### config.mk
export PLATFORM = sky130hd
export DESIGN_NAME = crmp_queue
export DESIGN_NICKNAME = d
export VERILOG_FILES = /design/src/sv/column_reverse_max_pool_backward_assert.svh /design/src/sv/crmp_pkg.sv /design/src/sv/crmp_queue.sv
export SDC_FILE = /design/constraint.sdc
export NUM_CORES = 1
export LEC_CHECK = 0
export BUFFER_PORTS_ARGS = -buffer_cell sky130_fd_sc_hd__buf_2
export CAP_MARGIN = 20
export CORE_AREA = 2 2 39 41
export DETAILED_ROUTE_END_ITERATION = 6
export DIE_AREA = 0 0 41 43
export HOLD_SLACK_MARGIN = 0.05
export SYNTH_ARGS = -nofsm -noshare
export SYNTH_HDL_FRONTEND = slang
export SYNTH_SLANG_ARGS = --single-unit
### constraint.sdc
create_clock -name clk -period 1.96 [get_ports clk]
set_clock_uncertainty 0.15 [all_clocks]
set_input_delay 0.196 -clock clk [delete_from_list [all_inputs] [get_ports clk]]
set_output_delay 0.196 -clock clk [all_outputs]
set_load 0.005 [all_outputs]
### src/sv/column_reverse_max_pool_backward_assert.svh
// ----------------------------------------------------------------------------
// Assertion macros for the column reverse max-pool backward block
// Each macro expects clk and rst_n in the scope of the module that uses it.
// ----------------------------------------------------------------------------
`ifndef COLUMN_REVERSE_MAX_POOL_BACKWARD_ASSERT_SVH
`define COLUMN_REVERSE_MAX_POOL_BACKWARD_ASSERT_SVH

// Condition holds at every edge out of reset.
`define CRMP_ASSERT_ALWAYS(label, cond, msg) \
    label: assert property (@(posedge clk) disable iff (!rst_n) (cond)) \
        else $error(msg);

// Consequent holds in the same cycle as the antecedent.
`define CRMP_ASSERT_IMPLY(label, ante, cons, msg) \
    label: assert property (@(posedge clk) disable iff (!rst_n) (ante) |-> (cons)) \
        else $error(msg);

// Consequent holds in the cycle after the antecedent.
`define CRMP_ASSERT_NEXT(label, ante, cons, msg) \
    label: assert property (@(posedge clk) disable iff (!rst_n) (ante) |=> (cons)) \
        else $error(msg);

`endif

### src/sv/crmp_pkg.sv
// ----------------------------------------------------------------------------
// crmp_pkg
// Shared constants and types of the column reverse max-pool backward block.
// ----------------------------------------------------------------------------
package crmp_pkg;

    // Command carried in tuser
    typedef enum logic [0:0] {
        CMD_LOAD  = 1'b0,
        CMD_DRAIN = 1'b1
    } cmd_e;

    // Configuration register indexes
    localparam logic [7:0] REG_WIDTH  = 8'd0;
    localparam logic [7:0] REG_HEIGHT = 8'd1;

    localparam int DATA_W = 16;
    localparam int ACC_W  = 24;
    localparam int CFG_W  = 8;

    localparam logic signed [ACC_W:0] ACC_MAX = 25'sd8388607;
    localparam logic signed [ACC_W:0] ACC_MIN = -25'sd8388608;

    // Command queue between front and back
    localparam int QUEUE_DEPTH = 4;
    localparam int QUEUE_PTR_W = 2;

endpackage

### src/sv/crmp_queue.sv
// ----------------------------------------------------------------------------
// crmp_queue
// Short first-in first-out command queue between front and back.
// ----------------------------------------------------------------------------
module crmp_queue #(
    parameter type entry_t = logic
) (
    input  logic   clk,
    input  logic   rst_n,
    input  logic   push,
    input  entry_t push_entry,
    output logic   full,
    input  logic   pop,
    output entry_t pop_entry,
    output logic   empty
);

    localparam int PW = crmp_pkg::QUEUE_PTR_W;

    entry_t        slots [crmp_pkg::QUEUE_DEPTH];
    logic [PW-1:0] wr_ptr_reg, wr_ptr_next;
    logic [PW-1:0] rd_ptr_reg, rd_ptr_next;
    logic [PW:0]   count_reg, count_next;

    assign full      = (count_reg == (PW+1)'(crmp_pkg::QUEUE_DEPTH));
    assign empty     = (count_reg == '0);
    assign pop_entry = slots[rd_ptr_reg];

    always_comb
    begin
        wr_ptr_next = wr_ptr_reg;
        rd_ptr_next = rd_ptr_reg;
        count_next  = count_reg;
        if (push)
            wr_ptr_next = wr_ptr_reg + 1'b1;
        if (pop)
            rd_ptr_next = rd_ptr_reg + 1'b1;
        if (push && !pop)
            count_next = count_reg + 1'b1;
        else if (pop && !push)
            count_next = count_reg - 1'b1;
    end

    always_ff @(posedge clk)
    begin
        if (push)
            slots[wr_ptr_reg] <= push_entry;
    end

    always_ff @(posedge clk or negedge rst_n)
    begin
        if (!rst_n)
        begin
            wr_ptr_reg <= '0;
            rd_ptr_reg <= '0;
            count_reg  <= '0;
        end
        else
        begin
            wr_ptr_reg <= wr_ptr_next;
            rd_ptr_reg <= rd_ptr_next;
            count_reg  <= count_next;
        end
    end

endmodule

# Word-level counts from Yosys, hierarchy flattened
# Memory sizes are Yosys's and may differ from the RTL's.
# Index checks and enable logic that the tools add are counted.
totals:
  reg_bits: 7
  ram_bits: 4
  inputBits: 5
  out_inout_bits: 3
  memories: 1
memory_table:
  columns: ["memory", "words", "word_bits", "read_ports", "rd_ports_with_merged_regs", "write_ports", "line_no", "rtl"]
  rows:
  - ["slots", 4, 1, 1, 0, 1, "crmp_queue.sv:20", "entry_t slots [crmp_pkg::QUEUE_DEPTH];"]
op_classes:
  addsub: 4
  n_eq_ne: 1
  mux: 4
  reduce_logical: 6
op_table:
  columns: ["op", "count"]
  rows:
  - ["3-bit 2-to-1 mux", 2]
  - ["2-bit by 1-bit adder with 2-bit output (second input constant)", 2]
  - ["3-bit by 1-bit adder with 3-bit output (second input constant)", 1]
  - ["3-bit == test (second input constant)", 1]
  - ["3-bit zero test", 1]
  - ["3-bit by 1-bit subtractor with 3-bit output (second input constant)", 1]
  - ["1-bit logical AND", 2]
  - ["1-bit zero test", 2]
  - ["1-bit 2-to-1 mux", 2]
  - ["2-bit nonzero test", 1]

# Depth between registers and ports, before layout
# Gate-level depths: netlist of run 1.
depth:
  ltp_word: 4
  ltp_mapped: 7
  mapped_depth_nobuf: 7

# Least setup slack after synthesis of run 1
# OpenSTA, ideal clock, no wires.
synth_path:
  path_type: "flip-flop to flip-flop"
  from: "register count_reg[0]"
  to: "register count_reg[2]"
  setup_time_ns: 0.079
  arrival_ns: 1.237
  required_time_ns: 1.731
  path_slack_ns: 0.494
  stages_incl_launch_ff: 5
  path_buffers: 0
  period_less_slack_ns: 1.466
  cell_sequence: "dfrtp_1 fa_1 xor2_1 nor2_1 xor2_1"
synth_between:
  elab_chain_cells: 3
  elab_cells_between_ends: 4
  cone_classes: "add/sub (2); mux (2)"
synth_lines:
  columns: ["element", "line_no", "rtl"]
  rows:
  - ["start, declared", "crmp_queue.sv:23", "logic [PW:0] count_reg, count_next;"]
  - ["start signal, assigned", "crmp_queue.sv:62", "count_reg <= count_next;"]
  - ["3-bit by 1-bit subtractor with 3-bit output", "crmp_queue.sv:41", "count_next = count_reg - 1'b1;"]
  - ["3-bit 2-to-1 mux", "crmp_queue.sv:40", "else if (pop && !push)"]
  - ["3-bit 2-to-1 mux *", "crmp_queue.sv:38", "if (push && !pop)"]
# Every way passes the cells marked *; elsewhere a longest branch is shown, timed or not. The select of a mux whose other input is x is not followed.
# A chain may end at the register's enable or synchronous reset.

# Worst setup path after layout of run 1
layout_path:
  from: "input pop"
  to: "register count_reg[2]"
layout_between:
  elab_chain_cells: 3
  elab_cells_between_ends: 5
  cone_classes: "mux (1); reduce/logical (4)"
layout_lines:
  columns: ["element", "line_no", "rtl"]
  rows:
  - ["start, declared", "crmp_queue.sv:13", "input logic pop,"]
  - ["1-bit zero test", "crmp_queue.sv:38", null]
  - ["1-bit logical AND", "crmp_queue.sv:38", null]
  - ["3-bit 2-to-1 mux or 2-bit nonzero test (tied branches)", null, null]
# Several ways; a longest one is shown, not always the timed one.

==> metrics.md, run 1 <==
| Metric | Value |
|---|---|
| Status | complete, no violations |
| Seq cells post-synth | 11 |
| # diodes | 0 |
| Layout net count | 66 |
| Row count | 14 |
| Setup TNS | 0 ns |
| Htree depth | 1 |
| Share of cells above drive strength 1 | approximately 28% |
| Routability congestion estimate | between 0.6 and 0.7 |
| Post-DP HPWL | 493 um |
| Period utilisation layout | 94.4% |
| Vias per cell | 4.43 |
| R2R setup slack | around 0.46 ns |
| Fill cell count | between 100 and 150 |
| Crit path depth | 9 |
| Initial DRC count | 4 |
| Critical Path Source Type | input port |
| TritonCTS buffer count | 3 |
| Critical Path AT | about 1.9 ns |
| Setup crit start | pop |
| Core Area | 1380 sq um |
| Worst-path cell chain | dlygate4sd3_1 > buf_2 > inv_1 > ha_2 > inv_1 > fa_2 > xor2_1 > nor2_1 > xor2_1 |
| Worst skew pair latency | 0.26 ns |
| WS Path Type | in -> reg |
| Max FO, Critical Path | 3 |
| Hold Fails Final Rpt | 0 |
| Full die area | 1760 sq um |
| Routed Antenna Nets | 0 |
| Initial antenna violation count | 0 |
| Leak | just under 0.3 nW |
| CTS max path bufs | 2 |
| Syn Area/Cell | 13.7 sq um |
| PortBufs | 7 |
| Post-synthesis instance area | approximately 530 sq um |
| CTS Root Cell | clkbuf_4 |
| Initial Util | 38.5% |
| Pre-Repair DR Iteration Count | 2 |
| HP Class | in -> reg |
| Fmax | 540 MHz |
| Max reg flops | 4 |
| YS warnings | 0 |
| P per Cell Area | 1270 nW/um^2 |
| Via count | 310 |
| Crit path required time | roughly 2.0 ns |
| Clock-pin slew on the worst setup and hold paths | ~0.07 ns |
| Detailed Route WL | 667 um |
| I/O pin total | 8 |
| VDD IR-drop max | 576 uV |
| Number of global-route vias before repair | 285 |
| Layout area overhead | 23.2% |
| Delay-heaviest family, CP | buffers and inverters |
| Reg2reg start | count_reg[0]$_DFFE_PN0P_ |
| Die H | between 40 and 50 um |
| CP endpoint | count_reg[2]$_DFFE_PN0P_ |
| Mapped Nets | 50 |
| Fin crit period | 1.85 ns |
| Cell variety after synth | 15 |
| Worst-Margin Slew | 0.189 ns |
| Setup Viol. Count Final | 0 |
| Core Util, Final | 47.5% |
| GRT Util Overall | 10.4% |
| CP max-delay cell | dlygate4sd3_1 |
| Sequential fraction of the synthesis area | roughly 55% |
| DP Worst Slack | about 0.31 ns |
| Die Wd | 41 um |
| GRT Residual Overflow | 0 |
| RSZ-0062 raised after global routing | no |
| Mapped Cells | 39 |
| Slew headroom | 87.4% |
| Final WS setup | between 0.1 and 0.15 ns |
| CP max stage delay | 0.53 ns |
| RR Endpoint | count_reg[2]$_DFFE_PN0P_ |
| Largest net degree at the start of global routing | 9 |
| Pins Over Slew Limit | 0 |
| CTS tree | built |
| Final Power | around 0.83 mW |
| Most frequent cells in the layout | dfrtp_1, buf_2 |
| Global-route wire length before repair | between 1000 and 1500 um |
| Reg2reg path depth | 4 |
| Avg WL per Cell | 9.53 um |
| CP Capture Type | flop |
| Max-Cap Viols | 0 |
| Clk sink count | 11 |
| Residual DRC | 0 |
| Worst path bufs/invs | 4 |
-- report_power, final --
group	switching [mW]	total [mW]	internal (mW)
clock network	0.0733	0.152	0.0787
registers	0.0839	0.416	0.333
logic	0.106	0.264	0.158
-- repair_timing --
| action | CTS | global route |
|---|---|---|
| hold buffers | 3 | 0 |
| endpoints found under the setup margin | 0 | 1 |
| endpoints found under the hold margin | 12 | 0 |
| gates resized for setup | 0 | 2 |
| setup buffers | 0 | 1 |
-- cell usage after synthesis --
library cell,n,share of area (%)
o21ai_0,1,0.94
nor2_1,1,0.70
dfrtp_1,7,33
xor2_1,4,6.6
and2_1,4,4.7
fa_1,1,3.8
nand2_1,2,1.4
mux2_2,1,2.1
edfxtp_1,4,23
nor3b_1,1,1.4
xnor2_1,2,3.3
inv_1,4,2.8
nor3_1,1,0.94
mux4_2,1,4.2
ha_1,5,12
-- worst min path at each step --
| stage | from | slack [ns] | endpoint | cells after the start |
|---|---|---|---|---|
| 6_report | push | 0.07 | wr_ptr_reg[0]$_DFFE_PN0P_ | 2 |
| 5_1_grt | push | 0.06 | wr_ptr_reg[0]$_DFFE_PN0P_ | 2 |
| 4_1_cts | push | 0.05 | wr_ptr_reg[0]$_DFFE_PN0P_ | 2 |
| 3_5_place_dp | rst_n | -0.11 | rd_ptr_reg[0]$_DFFE_PN0P_ | 1 |
| 3_3_place_gp | rst_n | -0.11 | rd_ptr_reg[1]$_DFFE_PN0P_ | 1 |
| 2_1_floorplan | rst_n | -0.25 | count_reg[0]$_DFFE_PN0P_ | 0 |
-- final cells by class --
type	instances	area, sq um	area share [%]
flip-flops and latches	11	295	45.0
multi-input cells	24	228	34.7
repair buffers	11	72.6	11.0
clock buffers	4	26.3	4.00
well taps	16	20.0	3.05
inverters	4	15.0	2.29
-- through the flow --
step / hold slack (ns) / cell area (sq um) / instances
floorplan: -0.250 / 533 / 39
global placement: -0.110 / 588 / 62
detailed placement: -0.110 / 588 / 62
CTS: 0.0543 / 644 / 69
global route: 0.0626 / 657 / 70
finish: 0.0677 / 657 / 70
-- per-layer routing --
layer | global-route usage, % | part of all wire [%]
met3 | 3.14 | 3.7
met1 | 15.6 | 50
met5 | 0 | 0
met2 | 12.8 | 45
met4 | 6.00 | 1.5
-- kinds of logic after synthesis --
family / count (synthesis) / share of synthesized area, %
DFF: 11 / 55.4
and+or+nand+nor: 9 / 9.15
xor gates and xnor gates: 6 / 9.86
adders and majority gates: 6 / 15.5
buffers and inverters: 4 / 2.82
muxes: 2 / 6.34
AOI/OAI and AO/OA: 1 / 0.938
-- worst reg2reg max path, stage by stage (launching register included) --
cell	delay (ns)
dfrtp_1	0.44
fa_2	0.40
xor2_1	0.16
nor2_1	0.12
xor2_1	0.16
(Power assumes the default switching activity.)
==> run 2, diff against run 1 <==
--- a/config.mk
+++ b/config.mk
@@ -11,6 +11,7 @@
 export DETAILED_ROUTE_END_ITERATION = 6
 export DIE_AREA = 0 0 41 43
 export HOLD_SLACK_MARGIN = 0.05
+export PLACE_DENSITY = 0.57
 export SYNTH_ARGS = -nofsm -noshare
 export SYNTH_HDL_FRONTEND = slang
 export SYNTH_SLANG_ARGS = --single-unit
==> run 2 against run 1 <==
  * Power grew 0.55%
  * Clock power about the same
  * Critical path depth down 1
  * First-iteration DRC count shrank 50%
  * Combinational power is essentially flat
  * Via count decreased by 2.6%
==> metrics.md, run 2 (synthesis results as in run 1) <==
| Metric | Value |
|---|---|
| Status | complete, no violations |
| Hold Fails Final Rpt | 0 |
| Period utilisation layout | around 93% |
| Layout net count | 64 |
| Die Wd | 41 um |
| Row count | 14 |
| Worst-path cell chain | dlygate4sd3_1 > inv_2 > ha_4 > inv_1 > fa_1 > xor2_1 > nor2_1 > xor2_1 |
| Reg2reg path depth | 4 |
| Non-Filler Instances | just under 70 |
| Pins Over Slew Limit | 0 |
| Routability congestion estimate | 0.738 |
| Most frequent cells in the layout | dfrtp_1, buf_2 |
| Setup TNS | 0 ns |
| Clk sink count | 11 |
| GRT Util Overall | 11.5% |
| I/O pin total | 8 |
| Initial Util | 38.5% |
| Final WS setup | 0.137 ns |
| RSZ-0062 raised after global routing | no |
| CTS tree | built |
| Slew headroom | between 80% and 90% |
| Dpl cells | 62 |
| CP max-delay cell | dlygate4sd3_1 |
| Setup Viol. Count Final | 0 |
| Clock-pin slew on the worst setup and hold paths | 0.07 ns |
| Multi-input gate area in the final layout | between 200 and 250 sq um |
| GRT Residual Overflow | 0 |
| Worst-Margin Slew | around 0.2 ns |
| R2R setup slack | approximately 0.40 ns |
| Setup bufs post-CTS | 0 |
| Fmax | 549 MHz |
| Most common cell after layout, fill and taps aside | dfrtp_1 |
| Sw frac | 32.3% |
| Combinational share of power | 31.8% |
| Clock power frac | 18.0% |
| Critical Path Source Type | input port |
| Max FO, Critical Path | 3 |
| Final Power | between 0.8 and 0.9 mW |
| Die H | 43 um |
| Register cell area after layout | 295 sq um |
| VDD IR-drop max | around 490 uV |
| CTS max path bufs | 2 |
| Fill cell count | ~130 |
| Critical Path AT | 1.87 ns |
| Full die area | 1760 sq um |
| Worst Hold End | wr_ptr_reg[0]$_DFFE_PN0P_ |
| TritonCTS buffer count | 3 |
| WS Path Type | in -> reg |
| Core Util, Final | 47.1% |
| Initial antenna violation count | 0 |
| CP most frequent cell | xor2_1 |
| Sw Pwr | approximately 0.27 mW |
| Max-Cap Viols | 0 |
| RR Endpoint | count_reg[2]$_DFFE_PN0P_ |
| Vias per cell | 4.44 |
| Seq pwr share | roughly half |
| HP Class | in -> reg |
| CP Capture Type | flop |
| Post-DP HPWL | 587 um |
| DP Worst Slack | 0.289 ns |
| Worst skew pair latency | ~0.26 ns |
| Avg WL per Cell | roughly 12 um |
| Reg2reg start | count_reg[0]$_DFFE_PN0P_ |
| Pre-Repair DR Iteration Count | 2 |
| # diodes | 0 |
| Core Area | roughly 1400 sq um |
| Crit path required time | ~2.0 ns |
| Initial DRC count | 2 |
| Number of global-route vias before repair | 312 |
| Fin crit period | 1.82 ns |
| CTS Root Cell | clkbuf_4 |
| PortBufs | 7 |
| P_int | about 0.57 mW |
| Largest net degree at the start of global routing | 9 |
| Routed Antenna Nets | 0 |
| Max reg flops | 4 |
| Share of cells above drive strength 1 | 25.0% |
| Via count | 302 |
| Layout area overhead | 22.3% |
| Leak | 0.289 nW |
| Detailed Route WL | 795 um |
| WHS Path Cells | 2 |
| Residual DRC | 0 |
| Global-route wire length before repair | 1280 um |
| P per Cell Area | roughly 1300 nW/um^2 |
| Htree depth | 1 |
| CP max stage delay | 0.59 ns |
| Hold Startpoint | push |
| Setup crit start | pop |
==> run 2: cell count changes in the layout (fill, tap and decap cells not counted) <==
cell	delta
buf_4	-1
ha_4	+1
inv_1	-1
fa_1	+1
inv_2	+1
ha_2	-1
fa_2	-1
buf_2	-1
==> run 2: power groups by stage <==
stage | clock network, mW | registers (mW) | logic [mW]
floorplan | 0 | 0.405 | 0.194
global placement | 0 | 0.416 | 0.247
detailed placement | 0 | 0.427 | 0.262
CTS | 0.155 | 0.422 | 0.269
global route | 0.164 | 0.438 | 0.306
finish | 0.151 | 0.420 | 0.266
==> run 2: how the worst max path moves through the flow <==
stage / end / slack [ns] / cells past startpoint
after floorplan: count_reg[2]$_DFFE_PN0P_ / 0.49 / 4
after global placement: count_reg[2]$_DFFE_PN0P_ / 0.35 / 7
after detailed placement: count_reg[2]$_DFFE_PN0P_ / 0.29 / 7
after CTS: count_reg[2]$_DFFE_PN0P_ / 0.04 / 9
after global routing: count_reg[2]$_DFFE_PN0P_ / 0.04 / 8
final: count_reg[2]$_DFFE_PN0P_ / 0.14 / 8
==> run 2: final cells by class <==
| class | count | share of cell area (%) |
|---|---|---|
| timing repair buffer | 9 | 9.21 |
| multi-input combinational | 24 | 36.1 |
| sequential | 11 | 45.3 |
| tap | 16 | 3.07 |
| inverter | 4 | 2.30 |
| clock buffer | 4 | 4.03 |
==> run 2: stage by stage <==
| step | hold slack (ns) | instance area (sq um) |
|---|---|---|
| floorplan | -0.250 | 533 |
| global placement | -0.114 | 588 |
| detailed placement | -0.110 | 588 |
| CTS | 0.0593 | 644 |
| global route | 0.0933 | 652 |
| finish | 0.0828 | 652 |
==> run 2: per-layer routing <==
layer / track usage, % / share of wire, % / vias up
met3: 3.14 / 5.2 / 2
met1: 15.2 / 46 / 139
met2: 15.6 / 47 / 9
met5: 0 / 0 / -
met4: 8.00 / 2.0 / 0
li1: - / - / 152
==> run 2: critical path, delay by kind of cell <==
| kind | cells | cell delay, ns |
|---|---|---|
| adders and majority gates | 2 | 0.50 |
| xor gates and xnor gates | 2 | 0.32 |
| buffers and inverters | 3 | 0.72 |
| and+or+nand+nor | 1 | 0.13 |
==> run 2: what timing repair did <==
| action | in CTS | in global routing |
|---|---|---|
| endpoints found under the setup margin | 0 | 1 |
| hold buffers | 3 | 0 |
| endpoints found under the hold margin | 12 | 0 |
| resized for setup | 0 | 3 |
